**src/hw/rtl/round_robin_task_scheduler_with_delay_assert.svh**
```systemverilog
// Assertion macros used by the scheduler RTL.
`ifndef ROUND_ROBIN_TASK_SCHEDULER_WITH_DELAY_ASSERT_SVH
`define ROUND_ROBIN_TASK_SCHEDULER_WITH_DELAY_ASSERT_SVH

// Same-cycle implication, checked out of reset.
`define RRTS_ASSERT_NOW(lbl, ante, cons, msg) \
  lbl: assert property (@(posedge clk) disable iff (!rst_n) (ante) |-> (cons)) else $error(msg);

// Next-cycle implication, checked out of reset.
`define RRTS_ASSERT_NEXT(lbl, ante, cons, msg) \
  lbl: assert property (@(posedge clk) disable iff (!rst_n) (ante) |=> (cons)) else $error(msg);

`endif

```
**src/hw/rtl/rrts_pkg.sv**
```systemverilog
// Types and constants shared by the scheduler RTL.
package rrts_pkg;

  localparam int TICK_W     = 32;
  localparam int MODE_W     = 2;
  localparam int RUN_TASK_W = 3;
  localparam int MASK_W     = 5;

  typedef logic [MODE_W-1:0]     mode_t;
  typedef logic [TICK_W-1:0]     tick_t;
  typedef logic [RUN_TASK_W-1:0] run_task_t;
  typedef logic [MASK_W-1:0]     mask_t;

  localparam mode_t MODE_TICK  = 2'd0;
  localparam mode_t MODE_DELAY = 2'd1;
  localparam mode_t MODE_PICK  = 2'd2;

  // Control broadcast from the sequencer to every task cell.
  typedef struct packed {
    logic  tick_en;
    logic  delay_en;
    tick_t tick_val;
    tick_t wake_val;
    logic  token_load;
    logic  token_shift;
  } cell_ctl_t;

endpackage

```
**src/hw/rtl/rrts_in_if.sv**
```systemverilog
// Input channel: one scheduler event per transaction.
interface rrts_in_if;
  import rrts_pkg::*;

  logic  valid;
  logic  ready;
  mode_t mode;
  tick_t delay_ticks;

  modport source (output valid, output mode, output delay_ticks, input ready);
  modport sink   (input valid, input mode, input delay_ticks, output ready);
endinterface

```
**src/hw/rtl/rrts_out_if.sv**
```systemverilog
// Result channel: scheduler status after each event.
interface rrts_out_if;
  import rrts_pkg::*;

  logic      valid;
  logic      ready;
  run_task_t running_task;
  logic      switch_request;
  logic      delay_ignored;
  tick_t     tick_now;
  mask_t     ready_mask;

  modport source (output valid, output running_task, output switch_request,
                  output delay_ignored, output tick_now, output ready_mask, input ready);
  modport sink   (input valid, input running_task, input switch_request,
                  input delay_ignored, input tick_now, input ready_mask, output ready);
endinterface

```
**src/hw/rtl/round_robin_task_scheduler_with_delay.sv**
```systemverilog
// A tick or delay event passes through the execute and done states before its result is
// registered; a pick also runs the token search, which walks the cell ring one cell per cycle.
// One event is in work at a time: the next is taken only once the sequencer is idle again
// and the result register is empty or being drained.
// Reset (synchronous, rst_n low): tick count 0, task 1 running, every task ready.
// Wake ticks are not reset; they are written whenever a task blocks.
`include "round_robin_task_scheduler_with_delay_assert.svh"

module round_robin_task_scheduler_with_delay #(
  parameter int NUM_TASKS = 5
) (
  input  logic        clk,
  input  logic        rst_n,
  rrts_in_if.sink     in_chan,
  rrts_out_if.source  out_chan
);
  import rrts_pkg::*;

  localparam int IDX_W = $clog2(NUM_TASKS);

  // Sequencer state codes.
  localparam logic [1:0] S_IDLE = 2'd0;
  localparam logic [1:0] S_EXEC = 2'd1;
  localparam logic [1:0] S_SCAN = 2'd2;
  localparam logic [1:0] S_DONE = 2'd3;

  logic [1:0]       state_r, state_nxt;
  mode_t            mode_r;
  tick_t            delay_r;
  tick_t            tick_r, tick_nxt;
  logic [IDX_W-1:0] running_r, running_nxt;
  logic [IDX_W-1:0] step_r, step_nxt;
  logic             sw_r, sw_nxt;
  logic             ign_r, ign_nxt;

  logic             out_valid_r, out_valid_nxt;
  run_task_t        out_task_r;
  logic             out_sw_r;
  logic             out_ign_r;
  tick_t            out_tick_r;
  mask_t            out_mask_r;

  logic                 accept;
  logic                 run_busy;
  tick_t                tick_inc;
  tick_t                wake_sum;
  logic [IDX_W-1:0]     start_idx;
  cell_ctl_t            ctl;
  logic [NUM_TASKS-1:0] sel_vec;
  logic [NUM_TASKS-1:0] token_init_vec;
  logic [NUM_TASKS-1:0] token_vec;
  logic [NUM_TASKS-1:0] ready_vec;
  logic [NUM_TASKS-1:0] cand;
  logic                 hit;
  logic [IDX_W-1:0]     hit_idx;

  // A new event is taken only when the sequencer is idle and the result register
  // is empty or being drained in this very cycle, so a result never overwrites one.
  assign in_chan.ready = (state_r == S_IDLE) && (!out_valid_r || out_chan.ready);
  assign accept        = in_chan.valid && in_chan.ready;

  // The idle task (slot 0) is never blocked: a delay only hits a non-idle task.
  assign run_busy = (running_r != '0);
  assign tick_inc = tick_r + 1'b1;
  assign wake_sum = tick_r + delay_r;

  // The round-robin search begins on the slot after the running task.
  assign start_idx = (running_r == IDX_W'(NUM_TASKS - 1)) ? '0 : running_r + 1'b1;

  always_comb begin
    ctl.tick_en     = (state_r == S_EXEC) && (mode_r == MODE_TICK);
    ctl.delay_en    = (state_r == S_EXEC) && (mode_r == MODE_DELAY) && run_busy;
    ctl.tick_val    = tick_inc;
    ctl.wake_val    = wake_sum;
    ctl.token_load  = (state_r == S_EXEC) && (mode_r == MODE_PICK);
    ctl.token_shift = (state_r == S_SCAN) && !hit;
  end

  // Row of task cells. The search token passes from each cell to the next and
  // wraps from the last cell back to the idle slot.
  for (genvar g = 0; g < NUM_TASKS; g++) begin : g_cell
    assign sel_vec[g]        = (running_r == IDX_W'(g));
    assign token_init_vec[g] = (start_idx == IDX_W'(g));

    rrts_cell u_cell (
      .clk        (clk),
      .rst_n      (rst_n),
      .ctl        (ctl),
      .sel        (sel_vec[g]),
      .token_init (token_init_vec[g]),
      .token_prev (token_vec[(g + NUM_TASKS - 1) % NUM_TASKS]),
      .ready      (ready_vec[g]),
      .token      (token_vec[g])
    );
  end

  // The cell holding the token claims the CPU if its task is ready and not idle.
  always_comb begin
    cand    = token_vec & ready_vec & ~NUM_TASKS'(1);
    hit     = |cand;
    hit_idx = '0;
    for (int i = 0; i < NUM_TASKS; i++) begin
      if (cand[i]) begin
        hit_idx = hit_idx | IDX_W'(i);
      end
    end
  end

  // Sequencer: execute the event, run the token search for a pick, then
  // load the result register from the updated state.
  always_comb begin
    state_nxt   = state_r;
    tick_nxt    = tick_r;
    running_nxt = running_r;
    step_nxt    = step_r;
    sw_nxt      = sw_r;
    ign_nxt     = ign_r;
    unique case (state_r)
      S_IDLE: begin
        if (accept) begin
          state_nxt = S_EXEC;
        end
      end
      S_EXEC: begin
        sw_nxt    = 1'b0;
        ign_nxt   = 1'b0;
        state_nxt = S_DONE;
        case (mode_r)
          MODE_TICK: begin
            tick_nxt = tick_inc;
            sw_nxt   = 1'b1;
          end
          MODE_DELAY: begin
            sw_nxt  = run_busy;
            ign_nxt = !run_busy;
          end
          MODE_PICK: begin
            step_nxt  = '0;
            state_nxt = S_SCAN;
          end
          default: begin
            // The unused code leaves the state alone; its result shows no switch and no ignored delay.
          end
        endcase
      end
      S_SCAN: begin
        if (hit) begin
          running_nxt = hit_idx;
          state_nxt   = S_DONE;
        end else if (step_r == IDX_W'(NUM_TASKS - 1)) begin
          // Every slot visited, the running task last: fall back to idle.
          running_nxt = '0;
          state_nxt   = S_DONE;
        end else begin
          step_nxt = step_r + 1'b1;
        end
      end
      S_DONE: begin
        state_nxt = S_IDLE;
      end
      default: begin
        state_nxt = S_IDLE;
      end
    endcase
  end

  always_comb begin
    out_valid_nxt = out_valid_r;
    if (state_r == S_DONE) begin
      out_valid_nxt = 1'b1;
    end else if (out_chan.ready) begin
      out_valid_nxt = 1'b0;
    end
  end

  always_ff @(posedge clk) begin
    if (!rst_n) begin
      state_r     <= S_IDLE;
      tick_r      <= '0;
      running_r   <= IDX_W'(1);
      step_r      <= '0;
      sw_r        <= 1'b0;
      ign_r       <= 1'b0;
      out_valid_r <= 1'b0;
    end else begin
      state_r     <= state_nxt;
      tick_r      <= tick_nxt;
      running_r   <= running_nxt;
      step_r      <= step_nxt;
      sw_r        <= sw_nxt;
      ign_r       <= ign_nxt;
      out_valid_r <= out_valid_nxt;
    end
  end

  // Event payload and result payload registers carry no reset.
  always_ff @(posedge clk) begin
    if (accept) begin
      mode_r  <= in_chan.mode;
      delay_r <= in_chan.delay_ticks;
    end
    if (state_r == S_DONE) begin
      out_task_r <= RUN_TASK_W'(running_r);
      out_sw_r   <= sw_r;
      out_ign_r  <= ign_r;
      out_tick_r <= tick_r;
      out_mask_r <= MASK_W'(ready_vec);
    end
  end

  assign out_chan.valid          = out_valid_r;
  assign out_chan.running_task   = out_task_r;
  assign out_chan.switch_request = out_sw_r;
  assign out_chan.delay_ignored  = out_ign_r;
  assign out_chan.tick_now       = out_tick_r;
  assign out_chan.ready_mask     = out_mask_r;

  `RRTS_ASSERT_NOW(a_token_single, 1'b1, $onehot0(token_vec), "more than one search token")
  `RRTS_ASSERT_NOW(a_scan_token, state_r == S_SCAN, $onehot(token_vec), "search lost its token")
  `RRTS_ASSERT_NOW(a_idle_ready, 1'b1, ready_vec[0], "idle task became blocked")
  `RRTS_ASSERT_NOW(a_run_range, 1'b1, running_r <= IDX_W'(NUM_TASKS - 1), "running task out of range")
  `RRTS_ASSERT_NEXT(a_accept_exec, accept, state_r == S_EXEC, "accepted event not executed")
  `RRTS_ASSERT_NOW(a_done_free, state_r == S_DONE, !out_valid_r, "result register still occupied")

endmodule

```
**src/hw/rtl/rrts_cell.sv**
```systemverilog
// One task slot: ready flag, wake tick and the round-robin search token.
module rrts_cell (
  input  logic              clk,
  input  logic              rst_n,
  input  rrts_pkg::cell_ctl_t ctl,
  input  logic              sel,
  input  logic              token_init,
  input  logic              token_prev,
  output logic              ready,
  output logic              token
);
  import rrts_pkg::*;

  logic  ready_r, ready_nxt;
  logic  token_r, token_nxt;
  tick_t wake_r;

  always_comb begin
    ready_nxt = ready_r;
    if (ctl.delay_en && sel) begin
      ready_nxt = 1'b0;
    end else if (ctl.tick_en && !ready_r && (wake_r == ctl.tick_val)) begin
      ready_nxt = 1'b1;
    end
  end

  always_comb begin
    token_nxt = token_r;
    if (ctl.token_load) begin
      token_nxt = token_init;
    end else if (ctl.token_shift) begin
      token_nxt = token_prev;
    end
  end

  always_ff @(posedge clk) begin
    if (!rst_n) begin
      ready_r <= 1'b1;
      token_r <= 1'b0;
    end else begin
      ready_r <= ready_nxt;
      token_r <= token_nxt;
    end
  end

  always_ff @(posedge clk) begin
    if (ctl.delay_en && sel) begin
      wake_r <= ctl.wake_val;
    end
  end

  assign ready = ready_r;
  assign token = token_r;

endmodule
```
**src/flat_wrapper.sv**
```systemverilog
// flat-port wrapper written by rule: the top's interface ports become plain ports
module round_robin_task_scheduler_with_delay_flat import rrts_pkg::*;
#(
  parameter int NUM_TASKS = 5
)
  (clk, rst_n, in_chan_valid, in_chan_mode, in_chan_delay_ticks, in_chan_ready, out_chan_valid, out_chan_running_task, out_chan_switch_request, out_chan_delay_ignored, out_chan_tick_now, out_chan_ready_mask, out_chan_ready);
  rrts_in_if in_chan_i ();
  rrts_out_if out_chan_i ();
  input  logic clk;
  input  logic rst_n;
  input wire logic [$bits(in_chan_i.valid)-1:0] in_chan_valid;
  input wire logic [$bits(in_chan_i.mode)-1:0] in_chan_mode;
  input wire logic [$bits(in_chan_i.delay_ticks)-1:0] in_chan_delay_ticks;
  output wire logic [$bits(in_chan_i.ready)-1:0] in_chan_ready;
  output wire logic [$bits(out_chan_i.valid)-1:0] out_chan_valid;
  output wire logic [$bits(out_chan_i.running_task)-1:0] out_chan_running_task;
  output wire logic [$bits(out_chan_i.switch_request)-1:0] out_chan_switch_request;
  output wire logic [$bits(out_chan_i.delay_ignored)-1:0] out_chan_delay_ignored;
  output wire logic [$bits(out_chan_i.tick_now)-1:0] out_chan_tick_now;
  output wire logic [$bits(out_chan_i.ready_mask)-1:0] out_chan_ready_mask;
  input wire logic [$bits(out_chan_i.ready)-1:0] out_chan_ready;
  assign in_chan_i.valid = in_chan_valid;
  assign in_chan_i.mode = in_chan_mode;
  assign in_chan_i.delay_ticks = in_chan_delay_ticks;
  assign in_chan_ready = in_chan_i.ready;
  assign out_chan_valid = out_chan_i.valid;
  assign out_chan_running_task = out_chan_i.running_task;
  assign out_chan_switch_request = out_chan_i.switch_request;
  assign out_chan_delay_ignored = out_chan_i.delay_ignored;
  assign out_chan_tick_now = out_chan_i.tick_now;
  assign out_chan_ready_mask = out_chan_i.ready_mask;
  assign out_chan_i.ready = out_chan_ready;
  round_robin_task_scheduler_with_delay #(.NUM_TASKS(NUM_TASKS)) u_core (.clk(clk), .rst_n(rst_n), .in_chan(in_chan_i), .out_chan(out_chan_i));
endmodule
```
**config.mk**
```make
export PLATFORM = sky130hd
export DESIGN_NAME = round_robin_task_scheduler_with_delay_flat
export DESIGN_NICKNAME = d
export VERILOG_FILES = /design/src/hw/rtl/rrts_pkg.sv /design/src/hw/rtl/rrts_in_if.sv /design/src/hw/rtl/rrts_out_if.sv /design/src/hw/rtl/round_robin_task_scheduler_with_delay.sv /design/src/hw/rtl/rrts_cell.sv /design/src/flat_wrapper.sv
export VERILOG_INCLUDE_DIRS = /design/src /design/src/hw/rtl
export SDC_FILE = /design/constraint.sdc
export NUM_CORES = 1
export LEC_CHECK = 0
export ABC_AREA = 1
export BUFFER_PORTS_ARGS = -buffer_cell sky130_fd_sc_hd__buf_2
export CAP_MARGIN = 20
export CORE_ASPECT_RATIO = 0.6
export CORE_MARGIN = 2
export CORE_UTILIZATION = 50
export DETAILED_ROUTE_END_ITERATION = 7
export PLACE_DENSITY = 0.7
export SLEW_MARGIN = 10
export SYNTH_ARGS = -nofsm -noshare
export SYNTH_HDL_FRONTEND = slang
export SYNTH_SLANG_ARGS = --single-unit
```
**constraint.sdc**
```tcl
create_clock -name clk -period 10.3 [get_ports clk]
set_clock_uncertainty 0.1 [all_clocks]
set_input_delay 0.515 -clock clk [delete_from_list [all_inputs] [get_ports clk]]
set_output_delay 0.515 -clock clk [all_outputs]
set_load 0.01 [all_outputs]
```
==> impl_results.md, run 1 <==
- N_diodes: 0
- Filler cells: 2638
- Commonest non-fill, non-tap cell in the layout: nand2_1
- Critical Path Sink Type: register
- CTS H-tree depth: 1
- Leakage power: 0.00748 uW
- Count of pins over their slew limit: 0
- CTS clock-pin slew for the worst setup and hold paths: 0.07 ns
- Crit share post-route: 36.3%
- Worst Hold Class: primary input to register
- Synthesized netlist cell count: 1707
- CTS tree: done
- Post_cts resized: 0
- Clock latency at the later pin of the worst-skew pair: 0.57 ns
- WL/cell: 19.0 um
- R2R Setup Slk: 6.56 ns
- Minimum clock period after layout: 3.74 ns
- I/O Buffers: 81
- Rel. slew slack: 34.7%
- Max rail drop VDD: 0.000148 V
- Multi-input gate area: 6220 um^2
- First-pass GRT wire length: 64600 um
- Cell Area, Synth: 15100 um^2
- Die outline area: 31700 um^2
- RSZ-0062 raised after global routing: no
- Area Growth Syn to Fin: 13.8%
- Ys async rst share: 0%
- Pwr dens: 207 nW/um^2
- Yosys warns: 0
- Post-synth EDFFs: 236
- Status: finished, final reports clean
- Final setup TNS: 0 ns
- Ports: 82
- Routed WL: 43300 um
- Via count: 12300
- Total track usage: 27.1%
- Share of cells above drive strength 1: 10.1%
- Crit start category: register
- Rows: 49
- Max Fclk: 267 MHz
- Max FO, Critical Path: 11
- Most frequent cells in the layout: 512 x nand2_1, 236 x edfxtp_1, 219 x inv_1, 153 x nor2_1, 98 x nand3_1
- Vias in the first global route: 11000
- Sequential-to-total area share from yosys stat: 53.9%
- Syn Area/Cell: 8.86 um^2
- Synth cell types: 46
- Clock tree buffer depth: 3
- Core area: 29900 um^2
- Total gr overflow: 0
- Hold Vio Cnt, Final: 0
- Pin count of the biggest net entering global routing: 41
- Initial antenna violation count: 0
- Clock sinks: 289
- Initial Util: 50.7%
- Sequential Area: 8150 um^2
- DRC Markers: 0
- Root Driver: clkbuf_16
- Die Y-Extent: 139 um
- Post-DP HPWL: 32400 um
- Die width: 229 um
- Power Total: 3570 uW
- Arr. time, crit path: 3.99 ns
- Layout net count: 1936
- Kind of critical path: register to register
- Via density: 5.37
- WP data required: 10.54 ns
- Synth Flop Type: edfxtp_1
- Placer Congestion: 0.968
- 1st-pass router iterations: 6
- Slew @ Worst Pin: 0.976 ns
- Post-DRT Antenna Nets: 0
- Max-cap violation count: 0
- Num CTS Buffers: 28
- #FFs+latches synth: 289
- Setup-failing EPs final: 0
- Initial DRC count: 1468
-- worst paths after layout --
kind,to,cells after the start,startpoint
worst min register to register,u_core.out_chan.switch_request,0,u_core.sw_r
worst max register to register,u_core.g_cell[1].u_cell.wake_r[30],12,u_core.tick_r[0]
worst min-delay path,u_core.delay_r[28],1,in_chan_delay_ticks[28]
worst max-delay path,u_core.g_cell[1].u_cell.wake_r[30],12,u_core.tick_r[0]
-- kinds of logic (layout without fill, tap and decap cells) --
family          count (synthesis)  count (layout)  synth area share [%]
fa+ha+maj                      45              45                  3.77
compound gates                169             169                  5.96
flops                         289             289                  53.9
simple gates                  880             880                  25.2
xor+xnor                       85              85                  5.20
other cells                     1              32                0.0248
buf+inv                       238             375                  6.00
-- repair_timing --
item | in CTS | in global routing
hold endpoints to repair | 8 | 3
setup buffers | 0 | 0
hold buffers | 8 | 3
-- metal layers --
metal  vias to the layer above  part of all wire, %  track usage (%)
li1                       5871                    -                -
met1                      5633                   46             43.2
met2                       688                   38             35.8
met3                        59                   14             8.26
met4                         0                  1.9             5.61
met5                         -                    0                0
-- final cells by class --
| type | instances | share of cell area, % |
|---|---|---|
| Clock inverter | 16 | 0.843 |
| Clock buffer | 36 | 4.49 |
| Multi-Input combinational cell | 1211 | 36.1 |
| Sequential cell | 289 | 47.3 |
| Inverter | 222 | 4.84 |
| Tap cell | 408 | 2.97 |
| Timing Repair Buffer | 101 | 3.39 |
-- power by group --
| group | switching, uW | internal (uW) | leakage [uW] | total, uW |
|---|---|---|---|---|
| clock network | 464 | 582 | 0.000445 | 1050 |
| logic | 620 | 264 | 0.00444 | 884 |
| registers | 119 | 1520 | 0.00259 | 1640 |
-- state kept, by name, summed over array words and instances, names as in the netlist, 3 cells and up --
register / count
u_core.out_chan.tick_now: 32
u_core.g_cell.u_cell.ready: 5
u_core.g_cell.u_cell.token: 5
u_core.out_chan.running_task: 3
u_core.out_chan.ready_mask: 5
u_core.g_cell.u_cell.wake_r: 160
u_core.running_r: 3
u_core.step_r: 3
u_core.delay_r: 32
u_core.tick_r: 32
-- synthesized netlist by cell type, types with 2 or more instances --
| cell type | n | area, um^2 |
|---|---|---|
| buf_2 | 2 | 10.0 |
| buf_1 | 2 | 7.51 |
| nand3b_1 | 29 | 218 |
| xnor3_1 | 3 | 67.6 |
| a31oi_1 | 4 | 25.0 |
| o211ai_1 | 4 | 30.0 |
| dfxtp_1 | 53 | 1060 |
| nor2_1 | 156 | 586 |
| xnor2_1 | 31 | 272 |
| nand2_2 | 21 | 131 |
| ha_1 | 44 | 551 |
| or2_2 | 3 | 18.8 |
| o21a_1 | 2 | 15.0 |
| edfxtp_1 | 236 | 7090 |
| nand3_2 | 7 | 70.1 |
| nand4_1 | 12 | 75.1 |
| inv_1 | 219 | 822 |
| nor3_1 | 21 | 105 |
| o21bai_1 | 2 | 15.0 |
| nor2_2 | 8 | 50.1 |
| clkbuf_1 | 10 | 37.5 |
| nand3_1 | 98 | 490 |
| o22ai_1 | 4 | 25.0 |
| inv_2 | 2 | 7.51 |
| a21oi_1 | 82 | 410 |
| o221ai_1 | 2 | 17.5 |
| a211oi_1 | 2 | 15.0 |
| nand2_1 | 512 | 1920 |
| a21o_1 | 2 | 15.0 |
| xor2_1 | 51 | 447 |
| o21ai_0 | 63 | 315 |
| nor2_4 | 5 | 56.3 |
| nand2_4 | 2 | 22.5 |
-- stage by stage --
step	util [%]	cell area, um^2	instances	worst slack, ns	hold WS, ns
final	57.6	17200	2283	6.56	0.0189
after global placement	54.2	16200	2220	6.91	0.327
after global routing	57.6	17200	2283	6.42	0.000478
after floorplan	-	15200	1738	6.50	0.309
after CTS	57.5	17200	2280	6.72	0.000752
after detailed placement	54.2	16200	2220	6.75	0.328
-- critical path, stage by stage, from the launching register on --
cell and delay [ns]:
dfxtp_1 0.65, ha_1 0.26, inv_1 0.07, fa_1 0.46, o21ai_0 0.59, a21oi_1 0.30
inv_1 0.17, nand3_1 0.08, nand3b_1 0.17, nand2_1 0.08, nand2_1 0.16, a21oi_1 0.11
xor2_1 0.32
Note: power is estimated with default switching activity, not from simulation.
==> inputs of run 2 (changes only) <==
==> constraint.sdc (replaced) <==
create_clock -name clk -period 3.9 [get_ports clk]
set_clock_uncertainty 0.1 [all_clocks]
set_input_delay 0.195 -clock clk [delete_from_list [all_inputs] [get_ports clk]]
set_output_delay 0.195 -clock clk [all_outputs]
set_load 0.01 [all_outputs]
==> run 2 against run 1 <==
Net effect: sequential cell count unchanged; worst hold slack improved by 0.10 ns; fmax increased by 5.8%; total power increased to 2.7 times the previous value; setup slack got worse by 6.2 ns; critical path depth increased by 1; critical endpoint is now u_core.g_cell[2].u_cell.wake_r[24]; highest routed layer unchanged.
==> impl_results.md, run 2 (synthesis gave the netlist of run 1 again) <==
- Max Fclk: 283 MHz (+5.8%)
- Max rail drop VDD: 0.000388 V (+160%)
- Non-filler cells, final: 2316 (+1.4%)
- WL/cell: 19.5 um (+2.8%)
- Hold Vio Cnt, Final: 0 (unchanged)
- Rel. slew slack: 38.9% (+4.2 points)
- Fin area: 17500 um^2 (+2.0%)
- WP data required: 4.05 ns (-6.49 ns)
- Count of pins over their slew limit: 0 (unchanged)
- Share of cells above drive strength 1: 10.3% (+0.19 points)
- 1st-pass router iterations: 8 (+2)
- Initial antenna violation count: 0 (unchanged)
- Crit share post-route: 90.6% (+54 points)
- Area Growth Syn to Fin: 16.0%
- Die width: 229 um (unchanged)
- Largest reg by FF count: u_core.g_cell.u_cell.wake_r
- Minimum clock period after layout: 3.53 ns (-0.207 ns)
- I/O Buffers: 81 (unchanged)
- Ports: 82 (unchanged)
- Root Driver: clkbuf_16
- CTS H-tree depth: 1 (unchanged)
- RSZ-0062 raised after global routing: no
- Max FO, Critical Path: 11 (unchanged)
- Num CTS Buffers: 27 (-3.6%)
- First-pass GRT wire length: 67300 um (+4.1%)
- Via count: 12600 (+3.0%)
- WHS: 0.119 ns (+0.0997 ns)
- N_diodes: 0 (unchanged)
- Max-cap violation count: 0 (unchanged)
- Most frequent cells in the layout: 512 x nand2_1, 236 x edfxtp_1, 219 x inv_1, 153 x nor2_1, 98 x nand3_1
- Largest register FFs: 160 (unchanged)
- Post-CTS setup buffers: 0 (unchanged)
- Post_cts resized: 0 (unchanged)
- Total track usage: 28.3% (+1.1 points)
- Leakage power: 0.00764 uW (+2.2%)
- Initial Util: 50.7% (unchanged)
- Slew @ Worst Pin: 0.913 ns (-0.0625 ns)
- Pwr dens: 543 nW/um^2 (+160%)
- Die outline area: 31700 um^2 (unchanged)
- Crit start category: register
- Post-CTS Hold Buffers: 36 (+28)
- Routed WL: 45100 um (+4.3%)
- Placed cell count: 2230 (+0.45%)
- Arr. time, crit path: 3.69 ns (-0.30 ns)
- Vias in the first global route: 11400 (+3.7%)
- Clock tree buffer depth: 3 (unchanged)
- Clock sinks: 289 (unchanged)
- Clock latency at the later pin of the worst-skew pair: 0.58 ns (about the same)
- Total gr overflow: 0 (unchanged)
- Critical Path Sink Type: register
- Post-DP HPWL: 33800 um (+4.2%)
- Rows: 49 (unchanged)
- Post-DRT Antenna Nets: 0 (unchanged)
- Setup-failing EPs final: 0 (unchanged)
- Final setup TNS: 0 ns (unchanged)
- Layout net count: 1970 (+1.8%)
- CTS clock-pin slew for the worst setup and hold paths: 0.07 ns (about the same)
- Commonest non-fill, non-tap cell in the layout: nand2_1
- Initial DRC count: 1736 (+18%)
- Kind of critical path: register to register
- Pin count of the biggest net entering global routing: 29 (-29%)
- CTS tree: done
- Die Y-Extent: 139 um (unchanged)
- Placer Congestion: 1.01 (+4.1%)
- Worst Hold Class: primary input to register
- Status: finished, final reports clean
- Via density: 5.45 (+1.5%)
- Core area: 29900 um^2 (unchanged)
- Placed cell area: 16300 um^2 (+0.54%)
- DRC Markers: 0 (unchanged)
[run 2: layer usage]
layer / wire length, um / vias to the layer above / track usage (%)
met3: 6290 / 68 / 9.60
met5: 0 / - / 0
met1: 20500 / 5935 / 43.9
li1: - / 5935 / -
met2: 17500 / 681 / 38.0
met4: 867 / 0 / 5.47
[run 2: worst max-delay path: stages, from the launching register on]
cell	delay (ns)
dfxtp_1	0.65
ha_1	0.28
inv_1	0.07
fa_1	0.47
o21ai_0	0.19
buf_4	0.15
a21oi_1	0.16
o21bai_1	0.37
nand2_1	0.15
nand3_1	0.09
and2_1	0.16
nand2_1	0.09
nand3_1	0.07
nand2_1	0.21
[run 2: final timing paths]
path                            slack (ns)  cells past startpoint                                 end        startpoint
worst max register to register        0.37                     13  u_core.g_cell[2].u_cell.wake_r[24]  u_core.tick_r[0]
worst min-delay path                  0.12                      5                   u_core.state_r[1]     in_chan_valid
worst max-delay path                  0.37                     13  u_core.g_cell[2].u_cell.wake_r[24]  u_core.tick_r[0]
worst min register to register        0.35                      0      u_core.out_chan.switch_request       u_core.sw_r
[run 2: report_power, final]
group | switching [uW] | internal [uW]
logic | 1700 | 732
registers | 303 | 4010
clock network | 1200 | 1590
[run 2: metrics by stage]
step	util, %	worst slack, ns	power (uW)
2_1_floorplan	-	0.103	5810
3_3_place_gp	54.5	0.609	6640
3_5_place_dp	54.5	0.518	6680
4_1_cts	58.8	0.461	9480
5_1_grt	58.8	0.175	9950
6_report	58.8	0.365	9530
[run 2: final cells by class]
cell class / instances / area, um^2
Sequential cell: 289 / 8150
Clock inverter: 8 / 134
Timing Repair Buffer: 136 / 921
Clock buffer: 42 / 782
Fill cell: 2622 / 12300
Inverter: 222 / 833
Multi-Input combinational cell: 1211 / 6220
Tap cell: 408 / 510
